$ cat config.mk
export PLATFORM = sky130hd
export DESIGN_NAME = nnis_ctrl
export DESIGN_NICKNAME = d
export VERILOG_FILES = /design/src/rtl/core/nnis_pkg.sv /design/src/rtl/core/nnis_ctrl.sv
export SDC_FILE = /design/constraint.sdc
export NUM_CORES = 1
export LEC_CHECK = 0
export ABC_AREA = 1
export BUFFER_PORTS_ARGS = -buffer_cell sky130_fd_sc_hd__buf_4
export CAP_MARGIN = 15
export CORE_MARGIN = 1.5
export CORE_UTILIZATION = 33
export CTS_CLUSTER_DIAMETER = 150
export CTS_CLUSTER_SIZE = 30
export DETAILED_ROUTE_END_ITERATION = 10
export PLACE_DENSITY_LB_ADDON = 0.12
export SLEW_MARGIN = 20
export SYNTH_ARGS = -nofsm -noshare
export SYNTH_HDL_FRONTEND = slang
export SYNTH_SLANG_ARGS = --single-unit
export TNS_END_PERCENT = 1
$ cat constraint.sdc
create_clock -name clk -period 3.57 [get_ports clk]
set_input_delay 0.357 -clock clk [delete_from_list [all_inputs] [get_ports clk]]
set_output_delay 0.357 -clock clk [all_outputs]
set_load 0.05 [all_outputs]
$ cat src/rtl/core/nnis_pkg.sv
// shared types and constants for the nearest-neighbor image scaler
// no dependencies
package nnis_pkg;

  localparam int PIX_W       = 32;
  localparam int SIDE_W      = 6;
  localparam int STORE_SIDE  = 64;
  localparam int STORE_DEPTH = STORE_SIDE * STORE_SIDE;
  localparam int DIM_REG_W   = 7;
  localparam int FACTOR_BITS = 16;
  localparam int CFG_IDX_W   = 3;
  localparam int CFG_DATA_W  = 16;
  localparam int DIV_W       = 16;
  localparam int DIV_CNT_W   = $clog2(DIV_W + 1);

  typedef enum logic {
    OP_LOAD = 1'b0,
    OP_READ = 1'b1
  } opcode_t;

  typedef enum logic [CFG_IDX_W-1:0] {
    CFG_SRC_W  = 3'd0,
    CFG_SRC_H  = 3'd1,
    CFG_FACTOR = 3'd2,
    CFG_FIT    = 3'd3,
    CFG_TGT_W  = 3'd4,
    CFG_TGT_H  = 3'd5
  } cfg_reg_t;

  typedef enum logic [1:0] {
    DIV_FIT_W,
    DIV_FIT_H,
    DIV_MAP_X,
    DIV_MAP_Y
  } div_sel_t;

  typedef enum logic [3:0] {
    ST_IDLE,
    ST_FW_GO,
    ST_FW_WAIT,
    ST_FH_GO,
    ST_FH_WAIT,
    ST_DIMS,
    ST_CHECK,
    ST_MX_GO,
    ST_MX_WAIT,
    ST_MY_GO,
    ST_MY_WAIT,
    ST_FETCH,
    ST_RESULT
  } state_t;

  typedef struct packed {
    logic     store;
    logic     capture;
    logic     factor_cfg;
    logic     div_start;
    div_sel_t div_sel;
    logic     fit_w_save;
    logic     fit_h_save;
    logic     dims_save;
    logic     check_save;
    logic     map_x_save;
    logic     map_y_save;
    logic     fetch;
    logic     out_load;
  } cmd_t;

  typedef struct packed {
    logic fit_mode;
    logic div_done;
    logic hit;
  } status_t;

endpackage

$ cat src/rtl/core/nnis_ctrl.sv
// controller state machine for the scaler
// depends on nnis_pkg
module nnis_ctrl (
  input  logic              clk,
  input  logic              rst,
  input  logic              in_valid,
  output logic              in_ready,
  input  logic              opcode,
  output logic              out_valid,
  input  logic              out_ready,
  input  nnis_pkg::status_t status,
  output nnis_pkg::cmd_t    cmd
);
  import nnis_pkg::*;

  state_t state;
  state_t state_next;
  logic   is_read;

  assign is_read = (opcode == OP_READ);

  always_ff @(posedge clk) begin
    if (rst) begin
      state     <= ST_IDLE;
      out_valid <= 1'b0;
    end else begin
      state <= state_next;
      if (cmd.out_load) begin
        out_valid <= 1'b1;
      end else if (out_ready) begin
        out_valid <= 1'b0;
      end
    end
  end

  always_comb begin
    state_next = state;
    case (state)
      ST_IDLE: begin
        if (in_valid && is_read) begin
          state_next = status.fit_mode ? ST_FW_GO : ST_DIMS;
        end
      end
      ST_FW_GO:   state_next = ST_FW_WAIT;
      ST_FW_WAIT: if (status.div_done) state_next = ST_FH_GO;
      ST_FH_GO:   state_next = ST_FH_WAIT;
      ST_FH_WAIT: if (status.div_done) state_next = ST_DIMS;
      ST_DIMS:    state_next = ST_CHECK;
      ST_CHECK:   state_next = status.hit ? ST_MX_GO : ST_RESULT;
      ST_MX_GO:   state_next = ST_MX_WAIT;
      ST_MX_WAIT: if (status.div_done) state_next = ST_MY_GO;
      ST_MY_GO:   state_next = ST_MY_WAIT;
      ST_MY_WAIT: if (status.div_done) state_next = ST_FETCH;
      ST_FETCH:   state_next = ST_RESULT;
      ST_RESULT:  if (!out_valid || out_ready) state_next = ST_IDLE;
      default:    state_next = ST_IDLE;
    endcase
  end

  always_comb begin
    cmd         = '0;
    cmd.div_sel = DIV_FIT_W;
    in_ready    = 1'b0;
    case (state)
      ST_IDLE: begin
        in_ready       = 1'b1;
        cmd.store      = in_valid && !is_read;
        cmd.capture    = in_valid && is_read;
        cmd.factor_cfg = in_valid && is_read && !status.fit_mode;
      end
      ST_FW_GO: begin
        cmd.div_start = 1'b1;
        cmd.div_sel   = DIV_FIT_W;
      end
      ST_FW_WAIT: begin
        cmd.div_sel    = DIV_FIT_W;
        cmd.fit_w_save = status.div_done;
      end
      ST_FH_GO: begin
        cmd.div_start = 1'b1;
        cmd.div_sel   = DIV_FIT_H;
      end
      ST_FH_WAIT: begin
        cmd.div_sel    = DIV_FIT_H;
        cmd.fit_h_save = status.div_done;
      end
      ST_DIMS:  cmd.dims_save = 1'b1;
      ST_CHECK: cmd.check_save = 1'b1;
      ST_MX_GO: begin
        cmd.div_start = 1'b1;
        cmd.div_sel   = DIV_MAP_X;
      end
      ST_MX_WAIT: begin
        cmd.div_sel    = DIV_MAP_X;
        cmd.map_x_save = status.div_done;
      end
      ST_MY_GO: begin
        cmd.div_start = 1'b1;
        cmd.div_sel   = DIV_MAP_Y;
      end
      ST_MY_WAIT: begin
        cmd.div_sel    = DIV_MAP_Y;
        cmd.map_y_save = status.div_done;
      end
      ST_FETCH:  cmd.fetch = 1'b1;
      ST_RESULT: cmd.out_load = !out_valid || out_ready;
      default: ;
    endcase
  end

endmodule

==> impl_metrics.py <==
metrics = {
    "logic_synthesis": {
        "synth_cell_types": 19,
        "synth_warnings": 0,
        "synth_edf_count": 0,
        "synth_top_family_by_area": "simple AND/OR/NAND/NOR gates",
        "synth_mux_area_share_pct": 0,
        "synth_nets": 91,
        "yosysMostFrequentCell": "nor2_1",
        "synth_top_area_share_pct": 22.0,
        "yosysSeqAreaShare_pct": 22.0,
        "synth_xor_area_share_pct": 0,
        "netlist_instances": 83,
        "ys_top_cells_by_count": "23 x nor2_1, 22 x nand2_1, 9 x inv_1",
        "async_flop_share_pct": 0,
        "synth-compound-area-share_pct": 7.16,
        "synth-seq-cells": 5,
        "yosys.area_share.adder_pct": 0,
        "syn_area_um2": 454,
        "syn_avg_cell_area_um2": 5.47,
        "synthSimpleGateAreaFrac_pct": 60.1,
        "synthTopCellsByArea": "dfxtp_1 22%, nor2_1 19%, nand2_1 18%, nand3_1 8.8%, inv_1 7.4%",
        "synth.largest_area_cell": "dfxtp_1",
        "yosys_most_used_dff": "dfxtp_1",
    },
    "placed_design": {
        "place.detailed.hpwl_um": 987,
        "place_area_um2": 634,
        "port-buffer-count": 23,
        "place_ws_ns": 1.97,
        "gp_congestion": 0.798,
    },
    "global_routing": {
        "grt_pass1_wl_mm": 1.75,
        "grt_antenna_before_repair": 0,
        "overflow": 0,
        "grt_pass1_vias": 439,
        "grt_usage_pct": 16.6,
        "grt_start_max_net_pins": 11,
    },
    "setup_path": {
        "arrival_ns": 1.47,
        "path_class": "flip-flop to primary output",
        "cp-start-kind": "flip-flop",
        "cp_max_fo": 10,
        "critPathCaptureType": "primary output",
        "cp_data_required_time_ns": 3.21,
        "r2r_cells": 7,
    },
    "route": {
        "num_vias": 577,
        "drc": 0,
        "viasPerCell": 4.65,
        "routed_wl_mm": 1.18,
        "detail-route-antenna-nets": 0,
        "wire_per_inst_um": 9.52,
        "drt_first_pass_iters": 4,
        "drtIter0Drc": 8,
    },
    "clock_network": {
        "clk_latency_ns": 0.24,
        "cts_num_sinks": 5,
        "cts_tree": "done",
        "cts_resized": 0,
        "cts_buffers": 3,
        "clock-root-buffer": "clkbuf_4",
        "post_cts_buffers": 0,
        "clock_path_buffers": 2,
        "clkTransAtPathRegs_ns": 0.05,
        "cts-hold-fix-buffers": 0,
        "htree_num_levels": 1,
    },
    "pwr": {
        "ir_worst_vdd_mv": 0.573,
        "powerDensity_nw_per_um2": 1120,
        "p_leak_uw": 0.000352,
    },
    "die": {
        "rows": 13,
        "die_y_um": 40.1,
        "die_area_um2": 1610,
        "die_w_um": 40.1,
        "coreArea_um2": 1280,
        "start_util_pct": 35.3,
        "io_pins": 24,
    },
    "sta": {
        "hold_viol": 0,
        "grt_setup_unrepaired": "false",
        "worst_pin_slew_ns": 0.379,
        "setup_viol": 0,
        "setup_tns_ns": 0,
        "period_minus_slack_ns": 1.83,
        "setup_slack_ns": 1.74,
        "max_slew_margin_pct": 74.7,
        "fin_worst_skew_ns": 0.00717,
        "period_share_pct": 51.3,
        "maxClockFrequency_mhz": 546,
        "slew_violations": 0,
    },
    "layout": {
        "syn2layout_area_growth_pct": 45.5,
        "fin_nets": 118,
        "nFillCells": 157,
        "ff_latch_area_um2": 100,
        "drive_gt1_share_pct": 28.4,
        "multiInputGateArea_um2": 305,
        "n_antenna_cell": 0,
        "final_area_um2": 661,
    },
    "outcome": {
        "status": "finished clean",
    },
    "worst_hold_path": {
        "hold-path-cell-count": 2,
        "hp-class": "input port to flip-flop",
    },
    "run": {
        "max_cap_violations": 0,
    },
}
[where the power goes]
group	total, µW	internal (µW)	switching, µW
logic	554	169	385
clock network	64.4	42.2	22.3
registers	119	78.4	41.1
total	738	289	449
[flip-flops by register name (all words and copies together), names as in the netlist]
| register | flops |
|---|---|
| out_valid | 1 |
| state | 4 |
[routing by layer]
layer	share of wire, %	wire length, µm	track usage, %	vias up
met1	45	529	20.1	237
li1	-	-	-	318
met3	8.5	100	6.67	0
met5	0	0	0	-
met4	0	0	2.59	0
met2	47	550	27.8	22
[path summary, 6_finish.rpt]
check	from	to	slack [ns]
worst max-delay path	state[3]	cmd[0]	1.74
worst min-delay path	rst	out_valid	0.31
worst max register to register	state[3]	state[2]	2.25
worst min register to register	state[2]	state[2]	0.58
[metrics by stage]
stage | total power [µW] | hold slack (ns) | cells | util, %
final | 738 | 0.314 | 124 | 51.4
after CTS | 744 | 0.311 | 124 | 51.4
after floorplan | 551 | 0.429 | 83 | -
after global placement | 678 | 0.562 | 120 | 49.4
after global routing | 800 | 0.310 | 124 | 51.4
after detailed placement | 677 | 0.562 | 120 | 49.4
[critical path: stages, from the launching register on]
cell and delay, ns:
dfxtp_1 0.54, nand2_1 0.12, nor4_1 0.32, buf_4 0.26
[final cells by class]
type | instances | area share [%]
clock buffers | 4 | 3.98
inverters | 10 | 5.68
multi-input cells | 67 | 46.2
flip-flops and latches | 5 | 15.2
well taps | 15 | 2.84
repair buffers | 23 | 26.1
[cell families (layout without fill, tap and decap cells)]
kind of cell | count (synthesis) | in the layout
flops | 5 | 5
buf+inv | 11 | 37
compound gates | 5 | 5
simple gates | 62 | 62
[cell usage in the layout, fill, tap and decap left out, drive strengths merged]
cell type  count
a21oi          2
a41oi          1
buf           23
clkbuf         4
dfxtp          5
inv           10
nand2         23
nand3          9
nand3b         1
nand4          1
nor2          25
nor3           2
nor4           1
o211ai         1
o22ai          1
Power figures use the tool's default switching activity.
